$ cat config.mk
export PLATFORM = sky130hd
export DESIGN_NAME = io_range_reservation_table
export DESIGN_NICKNAME = d
export VERILOG_FILES = /design/src/hw/rtl/irrt_pkg.sv /design/src/hw/rtl/irrt_mem.sv /design/src/hw/rtl/irrt_scan.sv /design/src/hw/rtl/io_range_reservation_table.sv
export SDC_FILE = /design/constraint.sdc
export NUM_CORES = 1
export LEC_CHECK = 0
export BUFFER_PORTS_ARGS = -buffer_cell sky130_fd_sc_hd__buf_2
export CORE_MARGIN = 4
export CORE_UTILIZATION = 25
export DETAILED_ROUTE_END_ITERATION = 6
export GPL_TIMING_DRIVEN = 0
export SETUP_SLACK_MARGIN = 0.05
export SLEW_MARGIN = 20
export SYNTH_ARGS = -nofsm -noshare
export SYNTH_HDL_FRONTEND = slang
export SYNTH_SLANG_ARGS = --single-unit
$ cat constraint.sdc
create_clock -name clk -period 8.6 [get_ports clk]
set_input_delay 1.29 -clock clk [delete_from_list [all_inputs] [get_ports clk]]
set_output_delay 1.29 -clock clk [all_outputs]
set_load 0.01 [all_outputs]
$ cat src/hw/rtl/irrt_pkg.sv
// Shared types and codes for the I/O range reservation table.
package irrt_pkg;

	localparam int ADDR_W = 32;
	localparam int KIND_W = 2;
	localparam int SLOT_W = 4;

	// Request kinds
	localparam logic [KIND_W-1:0] KIND_QUERY   = 2'd0;
	localparam logic [KIND_W-1:0] KIND_ALLOC   = 2'd1;
	localparam logic [KIND_W-1:0] KIND_RELEASE = 2'd2;

	typedef enum logic [2:0] {
		ST_OK        = 3'd0,
		ST_OVERLAP   = 3'd1,
		ST_FULL      = 3'd2,
		ST_NOT_FOUND = 3'd3,
		ST_MISMATCH  = 3'd4
	} status_t;

	typedef struct packed {
		logic [KIND_W-1:0] kind;
		logic [ADDR_W-1:0] start;
		logic [ADDR_W-1:0] count;
	} req_t;

	typedef struct packed {
		status_t           status;
		logic [SLOT_W-1:0] slot;
	} res_t;

endpackage

$ cat src/hw/rtl/irrt_mem.sv
// Single-port-write, single-port-read table memory with registered read data.
module irrt_mem #(
	parameter int DEPTH  = 16,
	parameter int ADDR_W = 4,
	parameter int DATA_W = 64
) (
	input  logic              clk,
	input  logic              rd_en,
	input  logic [ADDR_W-1:0] rd_addr,
	output logic [DATA_W-1:0] rd_data,
	input  logic              wr_en,
	input  logic [ADDR_W-1:0] wr_addr,
	input  logic [DATA_W-1:0] wr_data
);

	logic [DATA_W-1:0] mem_q [DEPTH];

	// Write port
	always_ff @(posedge clk) begin
		if (wr_en) begin
			mem_q[wr_addr] <= wr_data;
		end
	end

	// Read port, registered read data
	always_ff @(posedge clk) begin
		if (rd_en) begin
			rd_data <= mem_q[rd_addr];
		end
	end

endmodule

$ cat src/hw/rtl/irrt_scan.sv
// Scan sequencer: walks the table once per request and commits the outcome.
module irrt_scan import irrt_pkg::*; #(
	parameter int ENTRIES = 16,
	parameter int IDX_W   = 4
) (
	input  logic                clk,
	input  logic                arst_n,
	input  logic                req_valid,
	output logic                req_ready,
	input  req_t                req,
	output logic                res_valid,
	input  logic                res_ready,
	output res_t                res,
	output logic                rd_en,
	output logic [IDX_W-1:0]    rd_addr,
	input  logic [2*ADDR_W-1:0] rd_data,
	output logic                wr_en,
	output logic [IDX_W-1:0]    wr_addr,
	output logic [2*ADDR_W-1:0] wr_data
);

	localparam logic [IDX_W-1:0] LAST_IDX = IDX_W'(ENTRIES - 1);

	typedef enum logic [1:0] {
		S_IDLE,
		S_SCAN,
		S_DRAIN,
		S_DONE
	} state_t;

	state_t              state_q;
	logic [IDX_W-1:0]    ra_q;
	logic                vld_s1;
	logic [IDX_W-1:0]    idx_s1;
	logic [KIND_W-1:0]   kind_q;
	logic [ADDR_W-1:0]   start_q;
	logic [ADDR_W-1:0]   end_q;
	logic [ENTRIES-1:0]  occ_q;
	logic                overlap_q;
	logic                free_fnd_q;
	logic [IDX_W-1:0]    free_idx_q;
	logic                match_fnd_q;
	logic [IDX_W-1:0]    match_idx_q;
	logic                match_eq_q;

	logic                ent_occ;
	logic [ADDR_W-1:0]   ent_start;
	logic [ADDR_W-1:0]   ent_end;
	logic                commit;
	logic                do_alloc;
	logic                do_free;

	assign ent_occ   = occ_q[idx_s1];
	assign ent_start = rd_data[ADDR_W-1:0];
	assign ent_end   = rd_data[2*ADDR_W-1:ADDR_W];

	assign req_ready = (state_q == S_IDLE);
	assign res_valid = (state_q == S_DONE);
	assign rd_en     = (state_q == S_SCAN);
	assign rd_addr   = ra_q;

	// Decide the outcome from the scan flags
	always_comb begin
		res.status = ST_OK;
		res.slot   = '0;
		do_alloc   = 1'b0;
		do_free    = 1'b0;
		case (kind_q)
			KIND_ALLOC: begin
				if (overlap_q) begin
					res.status = ST_OVERLAP;
				end else if (free_fnd_q) begin
					res.slot = SLOT_W'(free_idx_q);
					do_alloc = 1'b1;
				end else begin
					res.status = ST_FULL;
				end
			end
			KIND_RELEASE: begin
				if (!match_fnd_q) begin
					res.status = ST_NOT_FOUND;
				end else if (match_eq_q) begin
					res.slot = SLOT_W'(match_idx_q);
					do_free  = 1'b1;
				end else begin
					res.status = ST_MISMATCH;
					res.slot   = SLOT_W'(match_idx_q);
				end
			end
			default: begin
				res.status = overlap_q ? ST_OVERLAP : ST_OK;
			end
		endcase
	end

	assign commit  = (state_q == S_DONE) && res_ready;
	assign wr_en   = commit && do_alloc;
	assign wr_addr = free_idx_q;
	assign wr_data = {end_q, start_q};

	// Sequencer, compare stage and occupancy bits
	always_ff @(posedge clk or negedge arst_n) begin
		if (!arst_n) begin
			state_q     <= S_IDLE;
			ra_q        <= '0;
			vld_s1      <= 1'b0;
			idx_s1      <= '0;
			occ_q       <= '0;
			overlap_q   <= 1'b0;
			free_fnd_q  <= 1'b0;
			match_fnd_q <= 1'b0;
			kind_q      <= KIND_QUERY;
			start_q     <= '0;
			end_q       <= '0;
			free_idx_q  <= '0;
			match_idx_q <= '0;
			match_eq_q  <= 1'b0;
		end else begin
			vld_s1 <= 1'b0;
			case (state_q)
				S_IDLE: begin
					if (req_valid) begin
						kind_q      <= req.kind;
						start_q     <= req.start;
						end_q       <= req.start + req.count;
						ra_q        <= '0;
						overlap_q   <= 1'b0;
						free_fnd_q  <= 1'b0;
						match_fnd_q <= 1'b0;
						state_q     <= S_SCAN;
					end
				end
				S_SCAN: begin
					vld_s1 <= 1'b1;
					idx_s1 <= ra_q;
					if (ra_q == LAST_IDX) begin
						state_q <= S_DRAIN;
					end else begin
						ra_q <= ra_q + 1'b1;
					end
				end
				S_DRAIN: begin
					state_q <= S_DONE;
				end
				S_DONE: begin
					if (res_ready) begin
						state_q <= S_IDLE;
					end
				end
				default: begin
					state_q <= S_IDLE;
				end
			endcase

			// Compare the entry read last cycle against the request
			if (vld_s1) begin
				if (ent_occ && (ent_start < end_q) && (ent_end > start_q)) begin
					overlap_q <= 1'b1;
				end
				if (!ent_occ && !free_fnd_q) begin
					free_fnd_q <= 1'b1;
					free_idx_q <= idx_s1;
				end
				if (ent_occ && (ent_start == start_q) && !match_fnd_q) begin
					match_fnd_q <= 1'b1;
					match_idx_q <= idx_s1;
					match_eq_q  <= (ent_end == end_q);
				end
			end

			// Commit table changes as the result leaves
			if (wr_en) begin
				occ_q[free_idx_q] <= (start_q != end_q);
			end
			if (commit && do_free) begin
				occ_q[match_idx_q] <= 1'b0;
			end
		end
	end

endmodule

$ cat src/hw/rtl/io_range_reservation_table.sv
// Top level of the I/O range reservation table.
//
// channel   | signals                 | beat contents (low bit first)
// ----------+-------------------------+--------------------------------------------
// request   | s_axis_t{valid,ready}   | tuser: kind[1:0]; tdata: range_start[31:0],
//           |                         |        range_count[63:32]
// result    | m_axis_t{valid,ready}   | tdata: status[2:0], slot[6:3], zero[7]
//
// Each request passes through these steps in order: accept, one table read per
// entry through the single read port of the table memory, the last compare, and
// the result hand-over, which waits until the output register can take it.
// Reset clears the occupancy bits at once; every entry reads as empty after it.
// A held result in the output register does not stop the next request from
// being accepted and scanned; the scan waits only to hand over its own result.
module io_range_reservation_table import irrt_pkg::*; #(
	parameter int ENTRIES = 16
) (
	input  logic        clk,
	input  logic        arst_n,
	input  logic        s_axis_tvalid,
	output logic        s_axis_tready,
	input  logic [63:0] s_axis_tdata,   // range_start[31:0], range_count[63:32]
	input  logic [1:0]  s_axis_tuser,   // kind[1:0]
	output logic        m_axis_tvalid,
	input  logic        m_axis_tready,
	output logic [7:0]  m_axis_tdata    // status[2:0], slot[6:3], zero[7]
);

	localparam int IDX_W = (ENTRIES > 1) ? $clog2(ENTRIES) : 1;

	req_t                req;
	res_t                res;
	logic                res_vld;
	logic                res_rdy;
	logic                rd_en;
	logic [IDX_W-1:0]    rd_addr;
	logic [2*ADDR_W-1:0] rd_data;
	logic                wr_en;
	logic [IDX_W-1:0]    wr_addr;
	logic [2*ADDR_W-1:0] wr_data;
	logic                out_vld_q;
	res_t                out_q;

	assign req.kind  = s_axis_tuser;
	assign req.start = s_axis_tdata[ADDR_W-1:0];
	assign req.count = s_axis_tdata[2*ADDR_W-1:ADDR_W];

	irrt_mem #(
		.DEPTH  (ENTRIES),
		.ADDR_W (IDX_W),
		.DATA_W (2*ADDR_W)
	) u_mem (
		.clk     (clk),
		.rd_en   (rd_en),
		.rd_addr (rd_addr),
		.rd_data (rd_data),
		.wr_en   (wr_en),
		.wr_addr (wr_addr),
		.wr_data (wr_data)
	);

	irrt_scan #(
		.ENTRIES (ENTRIES),
		.IDX_W   (IDX_W)
	) u_scan (
		.clk       (clk),
		.arst_n    (arst_n),
		.req_valid (s_axis_tvalid),
		.req_ready (s_axis_tready),
		.req       (req),
		.res_valid (res_vld),
		.res_ready (res_rdy),
		.res       (res),
		.rd_en     (rd_en),
		.rd_addr   (rd_addr),
		.rd_data   (rd_data),
		.wr_en     (wr_en),
		.wr_addr   (wr_addr),
		.wr_data   (wr_data)
	);

	// Hold the result beat until the sink takes it
	assign res_rdy = !out_vld_q || m_axis_tready;

	always_ff @(posedge clk or negedge arst_n) begin
		if (!arst_n) begin
			out_vld_q <= 1'b0;
		end else if (res_rdy) begin
			out_vld_q <= res_vld;
		end
	end

	always_ff @(posedge clk) begin
		if (res_vld && res_rdy) begin
			out_q <= res;
		end
	end

	assign m_axis_tvalid = out_vld_q;
	assign m_axis_tdata  = {1'b0, out_q.slot, out_q.status};

`ifndef SYNTHESIS
	// A finished scan result lands in the output register
	a_res_loaded: assert property (@(posedge clk) disable iff (!arst_n)
		(res_vld && res_rdy) |=> m_axis_tvalid)
		else $error("result handed over but output register not loaded");

	// No request is taken while the scan still holds a result
	a_no_accept_busy: assert property (@(posedge clk) disable iff (!arst_n)
		s_axis_tready |-> !res_vld)
		else $error("request accepted while a result is pending");

	// Slot is reported only for ok or length-mismatch outcomes
	a_slot_zero: assert property (@(posedge clk) disable iff (!arst_n)
		(m_axis_tvalid && (m_axis_tdata[2:0] != ST_OK) && (m_axis_tdata[2:0] != ST_MISMATCH))
		|-> (m_axis_tdata[6:3] == '0))
		else $error("slot set on a failed request");
`endif

endmodule
==> results.cfg, run 1 <==
[synth]
synth_area_per_cell_um2 = 16.6
synth.largest_area_cell = edfxtp_1
ys_warn_count = 0
synth-seq-cells = 1201
synthesis.instances = 2999
synthFlopType = edfxtp_1
synth_fp_nets = 3171
ys_seq_area_frac = 0.712
yosys.area.top_type_share = 0.659
synth_edf_count = 1095
yosys-top-cells-area = edfxtp_1, mux4_2, dfrtp_1
synthArstFlopShare = 0.0883
ys_types = 72
netlist_area_um2 = 49900

[run]
maxCapViolations = 0

[floorplanning]
die_w_um = 455
die_height_um = 455
io_pins = 80
initial_utilization = 0.252
coreArea_um2 = 198000
rows = 163
die_area_um2 = 207000

[final_layout]
final_cell_mix = edfxtp_1, o21ai_0, mux2i_1
final_cells = 6031
drive_gt1_frac = 0.183
final_core_util = 0.298
fin_area_um2 = 59000
nets = 3464
final_common_cell = edfxtp_1
area_growth_pct = 18.3
fillers = 19500

[setup_path]
worstSetupPathType = flip-flop to flip-flop
cp.required_ns = 9.07
critPathMaxFanout = 10
crit_buf_inv = 4
cp.arrival_ns = 4.28
crit_top_cell = clkbuf_1
cp-end-kind = flip-flop
cp-start-kind = flip-flop
critPathMaxStageDelay_ns = 0.76
r2r-start = u_scan.rd_addr[2]
critPathTopFamily = buffers and inverters
crit_chain = clkbuf_1, nor2b_1, clkbuf_1, clkbuf_1, buf_1, a21oi_1, o21ai_0, nand2_1
crit_path_start = u_scan.rd_addr[2]
cpMaxStageDelayCell = clkbuf_1

[drt]
dr.pass1.iters = 6
routed_wl_mm = 147
wl_per_cell_um = 24.5
drc = 0
viasPerCell = 4.82
drt-initial-drc-count = 3366
drt.antenna.violating_nets = 0
num_vias = 29100

[power_and_ir_drop]
vdd_drop_max_v = 0.000184
power.total_uw = 17500
p_leak_uw = 0.0197
power.density_nw_per_um2 = 296

[sta]
fin_crit_ns = 3.81
rsz0062_at_grt = no
setup_viol = 0
hold_viol = 0
final_max_slew_viol_count = 0
fmax_mhz = 262
worst_slack_ns = 4.79
slew_headroom = 0.178
finClkSkew_ns = 0.0325
fin_crit_sh = 0.443
tightest_slew_ns = 1.23

[cts]
cts_inserted_buffers = 116
clock_sinks = 1201
path_clk_slew_ns = 0.06
clk_path_buf_depth = 3
cts.repair.resized = 0
ctsHtreeMaxLevel = 3
clk_latency_ns = 0.74
ctsHoldBuffers = 0
root_buffer = clkbuf_16
cts_setup_buffers = 0
cts_tree = yes

[global_routing]
overflow = 0
antenna_found_initial = 15
grt_pass1_vias = 28900
grt_max_degree = 71
track_usage = 0.139
grt_pass1_wl_mm = 209

[placement]
pre_cts_ws_ns = 4.35
place.port_buffers = 78
placed_cells = 5814
placed_cell_area_um2 = 55300
place_hpwl_mm = 106
place_congestion = 0.943

[min_path]
holdCritPathClass = input port to asynchronous set/reset pin

[status]
outcome = finished clean
metrics by stage:
| stage | hold slack, ns | setup TNS (ns) |
|---|---|---|
| floorplan | 0.468 | 0 |
| global placement | 0.523 | -1459.09 |
| detailed placement | 0.529 | 0 |
| CTS | 0.442 | 0 |
| global route | 0.463 | 0 |
| finish | 0.468 | 0 |
worst reg2reg max path, delay by kind of cell (launching register included):
| kind | cells | cell delay, ns |
|---|---|---|
| buf+inv | 4 | 2.53 |
| simple gates | 2 | 0.27 |
| compound gates | 2 | 0.44 |
| flops | 1 | 0.33 |
cells in the mapped netlist (73+ instances only):
| master | instances |
|---|---|
| a221oi_1 | 73 |
| mux4_2 | 129 |
| edfxtp_1 | 1095 |
| dfrtp_1 | 106 |
| ha_1 | 101 |
| inv_1 | 82 |
| mux2i_1 | 195 |
| clkbuf_1 | 89 |
| nand2_1 | 180 |
| a21oi_1 | 135 |
| xor2_1 | 92 |
| mux2_2 | 77 |
| o21ai_0 | 217 |
logic make-up (layout without fill, tap and decap cells):
family / count (synthesis) / in the layout / synth area share
flip-flops: 1201 / 1201 / 0.712
XOR/XNOR: 117 / 117 / 0.0205
multiplexers: 405 / 405 / 0.117
buffers and inverters: 223 / 613 / 0.0176
adder cells (fa/ha/maj): 102 / 102 / 0.0257
other: 1 / 3 / 0.0000751
AO/OA/AOI/OAI: 578 / 578 / 0.0722
AND/OR/NAND/NOR: 372 / 372 / 0.0350
routing by layer:
layer  global-route usage  vias to the layer above  wire length, um
li1                     -                    12500                -
met5                    0                        -               12
met3               0.0233                      282            10200
met4               0.0590                        2             6930
met1                0.183                    15200            59800
met2                0.228                     1147            70500
power breakdown:
group / internal [uW] / leakage (uW) / switching (uW)
combinational: 1500 / 0.00657 / 2190
clock: 2780 / 0.00182 / 2230
sequential: 7490 / 0.0113 / 1280
total: 11800 / 0.0197 / 5710
path summary, 6_finish.rpt:
kind | slack, ns | cells after the start | endpoint
hold reg to reg | 0.55 | 1 | u_scan.match_eq_q
min in group clk | 0.55 | 1 | u_scan.match_eq_q
hold / removal | 0.47 | 1 | u_scan.match_idx_q[2]
max in group asynchronous | 7.40 | 2 | u_scan.end_q[1]
setup / recovery | 4.79 | 8 | u_mem.rd_data[21]
setup reg to reg | 4.79 | 8 | u_mem.rd_data[21]
flip-flops by register name (all words and copies together), names as in the netlist, 2 cells and up:
signal	count
u_mem.mem_q	1024
u_mem.rd_data	64
u_scan.end_q	32
u_scan.start_q	32
u_scan.occ_q	16
m_axis_tdata	7
u_scan.idx_s1	4
u_scan.match_idx_q	4
u_scan.rd_addr	4
u_scan.wr_addr	4
u_scan.kind_q	2
u_scan.state_q	2
final cells by class:
type | instances | area (um2) | area share
multi-input cells | 1575 | 13600 | 0.231
clock inverters | 81 | 721 | 0.0122
plain buffers | 141 | 582 | 0.00986
repair buffers | 175 | 1980 | 0.0335
well taps | 2640 | 3300 | 0.0560
inverters | 82 | 308 | 0.00522
diodes | 2 | 5.00 | 0.0000848
flip-flops and latches | 1201 | 35500 | 0.602
clock buffers | 134 | 2970 | 0.0503
Note: power is estimated with default switching activity, not from simulation.
==> inputs of run 2 (changes only) <==
- ABC_AREA: not set -> 1
- clock period: 8.6 -> 4 ns (I/O delays scaled with it)
==> results.cfg, run 2 <==
[status]
outcome = finished clean

[cts]
path_clk_slew_ns = 0.06
cts.repair.resized = 0
root_buffer = clkbuf_16
clk_latency_ns = 0.77
ctsHtreeMaxLevel = 4
cts_tree = yes
clock_sinks = 1201
cts_inserted_buffers = 132
clk_path_buf_depth = 3

[final_layout]
final_common_cell = edfxtp_1
largest_reg_flops = 1024
final_cells = 7667
final_cell_mix = edfxtp_1, nand2_1, nor2_1
area_growth_pct = 18.0
nets = 4949
registers.top_by_ff_count = u_mem.mem_q
drive_gt1_frac = 0.130
reg_top3 = u_mem.mem_q x1024, u_mem.rd_data x64

[sta]
fin_crit_ns = 3.40
worst_slack_ns = 0.603
hold_viol = 0
slew_headroom = 0.234
setup_viol = 0
rsz0062_at_grt = no
final_max_slew_viol_count = 0
fmax_mhz = 294
finClkSkew_ns = 0.0317
tightest_slew_ns = 1.15
fin_crit_sh = 0.849

[drt]
viasPerCell = 4.86
drt.antenna.violating_nets = 0
dr.pass1.iters = 6
num_vias = 37300
routed_wl_mm = 179
drc = 0
drt-initial-drc-count = 4577
wl_per_cell_um = 23.4

[synth]
synth_edf_count = 1095
synth.largest_area_cell = edfxtp_1
yosys-top-cells-area = edfxtp_1, nand2_1, dfrtp_1
synth-seq-cells = 1201
ys_warn_count = 0
synthesis.instances = 4507
ys_top_cells_by_count = edfxtp_1, nand2_1, nor2_1
synth_area_per_cell_um2 = 11.6
synthArstFlopShare = 0.0883
ys_types = 50
netlist_area_um2 = 52400
yosys.area.top_type_share = 0.627
yosysMostFrequentCell = edfxtp_1
ys_seq_area_frac = 0.678
synth_fp_nets = 4679
synthFlopType = edfxtp_1

[power_and_ir_drop]
p_sw_uw = 15400
pwr-share-seq = 0.469
p_leak_uw = 0.0225
pwr-share-clk = 0.283
vdd_drop_max_v = 0.000374
p_int_uw = 26000
power.density_nw_per_um2 = 670
pwr-share-comb = 0.248
switching_share = 0.372

[setup_path]
crit_chain = buf_2, nand2_2, inv_2, buf_2, nand3_1, nand4_1, nand2_1
cp-start-kind = flip-flop
cp.required_ns = 4.46
cp.arrival_ns = 3.86
critPathTopFamily = buffers and inverters
crit_buf_inv = 3
cp-end-kind = flip-flop
critPathMaxFanout = 10
critPathMaxStageDelay_ns = 0.66
crit_top_cell = buf_2
worstSetupPathType = flip-flop to flip-flop
cpMaxStageDelayCell = dfrtp_1

[global_routing]
antenna_found_initial = 8
grt_pass1_wl_mm = 255
overflow = 0
grt_pass1_vias = 35900
track_usage = 0.160
grt_max_degree = 71

[floorplanning]
rows = 167
die_w_um = 466
coreArea_um2 = 208000
io_pins = 80
die_area_um2 = 217000
die_height_um = 466
initial_utilization = 0.252

[placement]
place.port_buffers = 78
place_hpwl_mm = 128
placed_cells = 7430
place_congestion = 0.935
pre_cts_ws_ns = 0.693

[run]
maxCapViolations = 0

[min_path]
holdCritPathClass = input port to flip-flop
[run 2: changes by cell type after synthesis, sizes merged, moves of 84 or more]
cell	previous run	this run
nand3	28	235
inv	82	308
nand2	180	1021
xor2	92	8
nor2	53	391
o21ai	219	431
mux2i	195	0
mux4	133	0
o22ai	7	91
[run 2: worst reg2reg max path: stages (launching register included)]
cell and delay [ns]:
dfrtp_1 0.66, buf_2 0.65, nand2_2 0.54, inv_2 0.43
buf_2 0.40, nand3_1 0.14, nand4_1 0.11, nand2_1 0.17
[run 2: final timing paths]
check	to	start	depth (start not counted)	slack (ns)
min in group asynchronous	m_axis_tvalid	arst_n	2	0.31
setup reg to reg	u_mem.rd_data[27]	u_scan.rd_addr[2]	7	0.60
max in group asynchronous	u_scan.start_q[21]	arst_n	3	2.95
hold / removal	u_scan.kind_q[1]	s_axis_tuser[1]	3	0.06
hold reg to reg	m_axis_tvalid	m_axis_tvalid	2	0.55
setup / recovery	u_mem.rd_data[27]	u_scan.rd_addr[2]	7	0.60
[run 2: final cells by class]
| type | count | area [um2] |
|---|---|---|
| Multi-Input combinational cell | 2772 | 14700 |
| Inverter | 319 | 1210 |
| Buffer | 215 | 1090 |
| Clock buffer | 175 | 3630 |
| Sequential cell | 1201 | 35500 |
| Fill cell | 21000 | 146000 |
| Tap cell | 2788 | 3490 |
| Clock inverter | 55 | 462 |
| Timing Repair Buffer | 136 | 1680 |
| Antenna cell | 6 | 15.0 |
[run 2: cell families after synthesis]
family | synth area share
buf+inv | 0.0435
flops | 0.678
simple gates | 0.136
compound gates | 0.109
fa+ha+maj | 0.0245
xor+xnor | 0.00852
other cells | 0.0000715
[run 2: stage by stage]
step	total power, uW	hold WS [ns]	TNS (ns)	cell area [um2]	util
floorplan	24000	0.304	-111.92	52500	-
global placement	29400	0.514	-2126.46	56300	0.271
detailed placement	29700	0.532	0	57700	0.278
CTS	41300	0.0282	0	61800	0.297
global route	43100	0.0748	0	61800	0.297
finish	41400	0.0613	0	61900	0.298
[run 2: power groups by stage]
stage	Clock, uW	Sequential [uW]	Combinational [uW]
floorplan	0	17700	6280
global placement	0	19500	9910
detailed placement	0	19600	10100
CTS	11800	19300	10200
global route	12400	19500	11200
finish	11700	19400	10300
[run 2: what timing repair did]
item                      CTS  global route
hold endpoints to repair   36             0
hold buffers                1             0
setup buffers               0             0
[run 2: per-layer routing]
metal | up-vias | global-route usage | wire length (um)
met4 | 2 | 0.0598 | 6640
met1 | 18600 | 0.209 | 73500
met3 | 346 | 0.0356 | 15500
met5 | - | 0 | 13
li1 | 16600 | - | -
met2 | 1772 | 0.260 | 83800
